`src/hdl/arst_pkg.sv`:
```
// ----------------------------------------------------------------------------
// arst_pkg
// Shared types and codes of the request slot tracker.
// ----------------------------------------------------------------------------
`default_nettype none

package arst_pkg;

  localparam int SelW      = 6;
  localparam int ThreadW   = 16;
  localparam int IdW       = 32;
  localparam int TickW     = 64;
  localparam int EndpointW = 32;
  localparam int PrioW     = 32;

  // operation codes
  localparam logic [1:0] FuncCreate   = 2'd0;
  localparam logic [1:0] FuncComplete = 2'd1;
  localparam logic [1:0] FuncCancel   = 2'd2;
  localparam logic [1:0] FuncTimeout  = 2'd3;

  // result codes
  localparam logic [1:0] ResOk         = 2'd0;
  localparam logic [1:0] ResNoThread   = 2'd1;
  localparam logic [1:0] ResFull       = 2'd2;
  localparam logic [1:0] ResNotPending = 2'd3;

  // slot status codes
  localparam logic [1:0] StPending   = 2'd0;
  localparam logic [1:0] StCompleted = 2'd1;
  localparam logic [1:0] StCancelled = 2'd2;
  localparam logic [1:0] StTimedOut  = 2'd3;

  typedef struct packed {
    logic                 busy;
    logic [1:0]           status;
    logic [IdW-1:0]       id;
    logic [ThreadW-1:0]   waiter;
    logic [TickW-1:0]     deadline;
    logic [EndpointW-1:0] endpoint;
    logic [PrioW-1:0]     prio;
    logic                 determ;
  } slot_rec_t;

  // free list control
  typedef struct packed {
    logic rd;
    logic pop;
    logic push;
  } fl_ctrl_t;

  // slot table control
  typedef struct packed {
    logic rd;
    logic wr;
  } st_ctrl_t;

endpackage : arst_pkg

`default_nettype wire

```
`src/hdl/arst_free_list.sv`:
```
// ----------------------------------------------------------------------------
// arst_free_list
// LIFO free list of slots: head register, link memory and an allocation
// watermark that stands in for the initial contents of the link memory.
// ----------------------------------------------------------------------------
`default_nettype none

module arst_free_list #(
  parameter int SLOT_COUNT = 64,
  parameter int IdxW       = $clog2(SLOT_COUNT)
) (
  input  wire                   clk_i,
  input  wire                   rst_ni,
  input  arst_pkg::fl_ctrl_t    ctrl_i,
  input  wire  [IdxW-1:0]       push_idx_i,
  output logic [IdxW:0]         head_o,
  output logic [IdxW:0]         mark_o
);
  import arst_pkg::*;

  // a link may hold SLOT_COUNT, the end-of-list mark
  logic [IdxW:0]   link_mem [SLOT_COUNT];
  logic [IdxW:0]   link_rdata_q;
  logic [IdxW:0]   head_q, head_d;
  logic [IdxW:0]   mark_q, mark_d;
  logic            fresh;
  logic [IdxW:0]   next_head;

  // Slots at or above the watermark were never popped, so their link was never
  // written and is taken as the next index.
  assign fresh     = (head_q == mark_q);
  assign next_head = fresh ? (head_q + (IdxW+1)'(1)) : link_rdata_q;

  always_ff @(posedge clk_i) begin
    if (ctrl_i.push) begin
      link_mem[push_idx_i] <= head_q;
    end
    if (ctrl_i.rd && (head_q < (IdxW+1)'(SLOT_COUNT))) begin
      link_rdata_q <= link_mem[head_q[IdxW-1:0]];
    end
  end

  always_comb begin
    head_d = head_q;
    mark_d = mark_q;
    if (ctrl_i.pop) begin
      head_d = next_head;
      if (fresh) begin
        mark_d = mark_q + (IdxW+1)'(1);
      end
    end else if (ctrl_i.push) begin
      head_d = {1'b0, push_idx_i};
    end
  end

  always_ff @(posedge clk_i or negedge rst_ni) begin
    if (!rst_ni) begin
      head_q <= '0;
      mark_q <= '0;
    end else begin
      head_q <= head_d;
      mark_q <= mark_d;
    end
  end

  assign head_o = head_q;
  assign mark_o = mark_q;

endmodule : arst_free_list

`default_nettype wire

```
`config.mk`:
```
export PLATFORM = sky130hd
export DESIGN_NAME = arst_free_list
export DESIGN_NICKNAME = d
export VERILOG_FILES = /design/src/hdl/arst_pkg.sv /design/src/hdl/arst_free_list.sv
export SDC_FILE = /design/constraint.sdc
export NUM_CORES = 1
export LEC_CHECK = 0
export ABC_AREA = 1
export BUFFER_PORTS_ARGS = -buffer_cell sky130_fd_sc_hd__buf_2
export CORE_UTILIZATION = 42
export CTS_CLUSTER_SIZE = 30
export DETAILED_ROUTE_END_ITERATION = 8
export GPL_TIMING_DRIVEN = 0
export HOLD_SLACK_MARGIN = 0.15
export PLACE_DENSITY = 0.58
export SLEW_MARGIN = 20
export SYNTH_ARGS = -nofsm -noshare
export SYNTH_HDL_FRONTEND = slang
export SYNTH_SLANG_ARGS = --single-unit
export TNS_END_PERCENT = 100
```
`constraint.sdc`:
```
create_clock -name clk_i -period 4.88 [get_ports clk_i]
set_clock_uncertainty 0.2 [all_clocks]
set_input_delay 0.244 -clock clk_i [delete_from_list [all_inputs] [get_ports clk_i]]
set_output_delay 0.244 -clock clk_i [all_outputs]
set_load 0.005 [all_outputs]
```
After elaboration in Yosys (flattened, before gate mapping). Memory sizes are Yosys's and may differ from the RTL's. A register that Yosys moved wholly into a read port is not among the register bits. Index checks and enable logic that the tools add are counted.

Add/sub/neg operators: 2. $lt $le $gt $ge: 1. Eq/ne operators: 1. Muxes and demuxes: 5. Reductions and logical operators: 3.

Operator list (count): $mux W7 (3); $add A7 B1 Y7 const B (2); $eq A7 B7 Y1 (1); $lt A7 B7 Y1 const B (1); $mux W1 (2); $reduce_and A2 Y1 (1); $reduce_bool A2 Y1 (1); $logic_and A1 B1 Y1 (1).

Bits in registers: 14. Memory bits (writable): 448. Output and inout bits: 14. Memories kept: 1.

Memory list: link_mem (depth 64, width 7, rd ports 1, clocked after Yosys merged registers in 1, wr ports 1, RTL line arst_free_list.sv:22) `logic [IdxW:0] link_mem [SLOT_COUNT];`.

Longest topological paths before layout.
Depth after elaboration: 3. Gate-level depth with buffers: 15. Mapped depth without buffers: 12.

Worst setup path before layout. Ideal clock, no wire load.

Path type: register to register. From: reg head_q[0], in the netlist head_o[0]. To: reg link_rdata_q[2] (read register of link_mem), data pin. Setup time: 255 ps. Arrival: 2319 ps. Data required time: 4425 ps. Slack: 2106 ps. Cell stages (with the launch flop): 14. Path buffers: 4. Period minus slack after synthesis: 2774 ps. Path through: dfrtp_1 buf_4 inv_2 buf_6 buf_6 buf_4 nand2_1 nand3_1 nand3_1 nand2_1 nor2_1 nand2_1 nand3_1 nand2_1.

Word-level cells in the longest chain between the ends: 2.

RTL lines: from (decl) (RTL line arst_free_list.sv:24) `logic [IdxW:0] head_q, head_d;`; from (signal assigned) (RTL line arst_free_list.sv:58) `head_q <= '0;`; from (signal assigned) (RTL line arst_free_list.sv:61) `head_q <= head_d;`; $lt A7 B7 Y1 (RTL line arst_free_list.sv:38) `if (ctrl_i.rd && (head_q < (IdxW+1)'(SLOT_COUNT))) begin`; $logic_and A1 B1 Y1 (RTL line arst_free_list.sv:38); to (decl) (RTL line arst_free_list.sv:23) `logic [IdxW:0] link_rdata_q;`.

Several ways; a longest one is shown, not always the timed one. A chain may end at the register's enable or synchronous reset.

Worst setup path in the final report.
From: reg head_q[1], in the netlist head_o[1]. To: reg link_rdata_q[0] (read register of link_mem), data pin.

Same word-level chain as after synthesis.

==> impl_results.md <==
* Vias in the first global route at 14.1k
* Final Setup Violations at 0
* CTS root buffer: clkbuf_16
* Library cells used by synthesis at 27
* Worst-path fanout max at 36
* Worst IR drop on VDD at 397 uV
* Die height at 222 um
* Total of max-cap violations at 0
* Outcome: finished clean
* Die width at about 220 um
* WP data arrival at between 3 and 4 ns
* Slew headroom at 37.3%
* Post-Route WL at approximately 59000 um
* H-tree lvl count at 2
* Via count at 14.3k
* Syn avg cell area at 10.2 um2
* Clk buf depth at 3
* Top-area cell type share of the netlist area at roughly two thirds
* Seq cells post-synth at about 470
* Setup Fix Bufs, Post-CTS at 0
* Layout cells sized above 1 at under 10%
* Crit path max-delay cell type: buf_1
* Core Area at ~48000 um2
* Reg clk slew, reported paths at ~0.06 ns
* Setup TNS Final at 0 ns
* Simple-Gate Fraction of Synth Area at between 20% and 30%
* CP endpoint kind: flop
* Routability congestion estimate at slightly above 0.9
* Slew Viols, Final at 0
* Worst-skew pair later-pin latency at between 0.5 and 0.6 ns
* Worst Tran Pin Value at 0.940 ns
* Row cnt at 80
* Static leakage at 0.00927 uW
* DR iter-0 viols at between 1k and 1.5k
* Design Area, Final at around 23000 um2
* Final cell count without fillers at about 2.7k
* Yosys warnings at 0
* Synth Area in Adders at 0.123%
* Number of synthesized flops with an enable pin at approximately 460
* Dpl hpwl at around 39000 um
* Post-synthesis compound-gate area fraction at around 2.2%
* PortBufs at 23
* CP required at about 5 ns
* Starting Density at 42.7%
* Synth area leader: edfxtp_1
* CTS sink cnt at about 470
* DR vias/cell at 5.23
* First-pass GRT wire length at just under 90000 um
* Seq/Total Area, Yosys at 68.7%
* Synth cell count leaders: nand2_1, edfxtp_1, inv_1
* Pwr dens at roughly 440 nW/um2
* Endpoints failing hold at 0
* Largest family of logic cells by synthesized area: simple AND/OR/NAND/NOR gates
* Nets at 2101
* XOR/XNOR Fraction of Synth Area at less than 1%
* Hold-fix buffers, CTS at 15
* Final Cycle Share at a little under three quarters
* Area Growth Syn to Fin at 13.3%
* Cell chain of the critical path: buf_12, buf_2, inv_2, buf_1, nand3_1, nand3_1, nand2_1, nor2_1, nand2_1, nand3_1, nand2_1
* CTS tree: built
* Post-cts sizing count at 0
* Synthesized area at around 20000 um2
* Largest net degree at the start of global routing at 60
* Achievable Freq at a little under 300 MHz
* Synth top area cells: edfxtp_1, nand2_1, nand3_1, inv_1, nor2_1
* Syn Inst Count at roughly 2k
* Syn_nets at approximately 2k
* Crit Path Category: flop to flop
* Synth Flop Type: edfxtp_1
* WL per Instance at 21.4 um
* Num CTS Buffers at between 40 and 50
* IO Count at 25
* Antenna violations before repair at 0
* RSZ-0062 raised after global routing: no
* Most numerous cell in the Yosys netlist: nand2_1
* Async SR Flop Fraction at under 10%
* Worst Setup Start Kind: flop
* DRC viols at 0
* Tmin final at 3.46 ns
* Dpl cells at roughly 2.6k
* CP max stage delay at ~0.74 ns
* GRT Overall Usage at 24.1%
* Multiplexer area fraction after synthesis at 0%
* Final ANT Viol Nets at 0
* HP Class: flop to flop
* Antenna cell count at 0
* Pre-Repair DR Iteration Count at 5
* GR Overflow Total at 0
* Placed inst area at 21500 um2
* Hold Slack at 0.349 ns
* Area of the die at roughly 49000 um2
## final cells by class
class                           instances  area (um2)
Tap cell                              615         769
Sequential cell                       469       14000
Clock inverter                         25         209
Multi-Input combinational cell       1195        5050
Timing Repair Buffer                   45         420
Inverter                              237         890
Fill cell                            4397       24700
Clock buffer                           60        1290
Buffer                                 92         458
## metrics by stage
stage / setup slack, ns / util, % / power [uW]
after floorplan: 2.11 / - / 5890
after global placement: 0.0393 / 44.5 / 6670
after detailed placement: 1.51 / 44.9 / 6720
after CTS: 1.51 / 48.3 / 10300
after global routing: 1.31 / 48.3 / 10600
final: 1.42 / 48.3 / 10300
## power breakdown
| group | leakage [uW] | switching [uW] | internal (uW) |
|---|---|---|---|
| registers | 0.00426 | 144 | 4650 |
| logic | 0.00429 | 1360 | 520 |
| clock network | 0.000729 | 1520 | 2060 |
## worst max-delay path: cells and delay by family (launching register included)
kind	cells	cell delay [ns]
buffers and inverters	4	1.40
AND/OR/NAND/NOR	7	0.91
flip-flops	1	0.66
## sequential cells by signal (all words and copies together) (netlist names)
signal and cells:
mark_o 7, head_o 7, link_mem 448, link_rdata_q 7
## cell families (layout without fill, tap and decap cells)
logic type	count (synthesis)	count (layout)
buffers and inverters	329	459
AND/OR/NAND/NOR	1081	1081
XOR/XNOR	21	21
adder cells (fa/ha/maj)	2	2
flip-flops	469	469
AO/OA/AOI/OAI	91	91
## placed cells by master (no fill, tap or decap), drive strengths merged
master / synthesis / layout
buf: 71 / 101
o21ai: 74 / 74
xor2: 13 / 13
xnor2: 8 / 8
nand3: 228 / 228
or2: 4 / 4
dlygate4sd3: 0 / 15
inv: 234 / 234
bufinv: 0 / 4
nand4: 3 / 3
nor2: 215 / 215
nand2: 622 / 622
clkinv: 3 / 23
edfxtp: 455 / 455
clkbuf: 21 / 81
clkinvlp: 0 / 1
ha: 2 / 2
o22ai: 1 / 1
a21oi: 16 / 16
nor4: 1 / 1
dfrtp: 14 / 14
nor3: 8 / 8
## worst paths after layout
kind | start | end | slack (ns) | depth (start not counted)
hold / removal | link_rdata_q[6] | head_o[6] | 0.35 | 2
setup / recovery | head_o[1] | link_rdata_q[0] | 1.42 | 11
max in group asynchronous | rst_ni | head_o[5] | 3.35 | 3
setup reg to reg | head_o[1] | link_rdata_q[0] | 1.42 | 11
min in group asynchronous | rst_ni | mark_o[6] | 0.59 | 3
hold reg to reg | link_rdata_q[6] | head_o[6] | 0.35 | 2
## metal layers
layer | part of all wire (%) | global-route usage [%] | wire length (um) | vias up
li1 | - | - | - | 6710
met5 | 0 | 0 | 0 | -
met4 | 4.3 | 10.6 | 2540 | 0
met1 | 43 | 32.8 | 24900 | 6887
met3 | 7.2 | 3.40 | 4220 | 147
met2 | 46 | 38.5 | 26800 | 564
(Power assumes the default switching activity.)
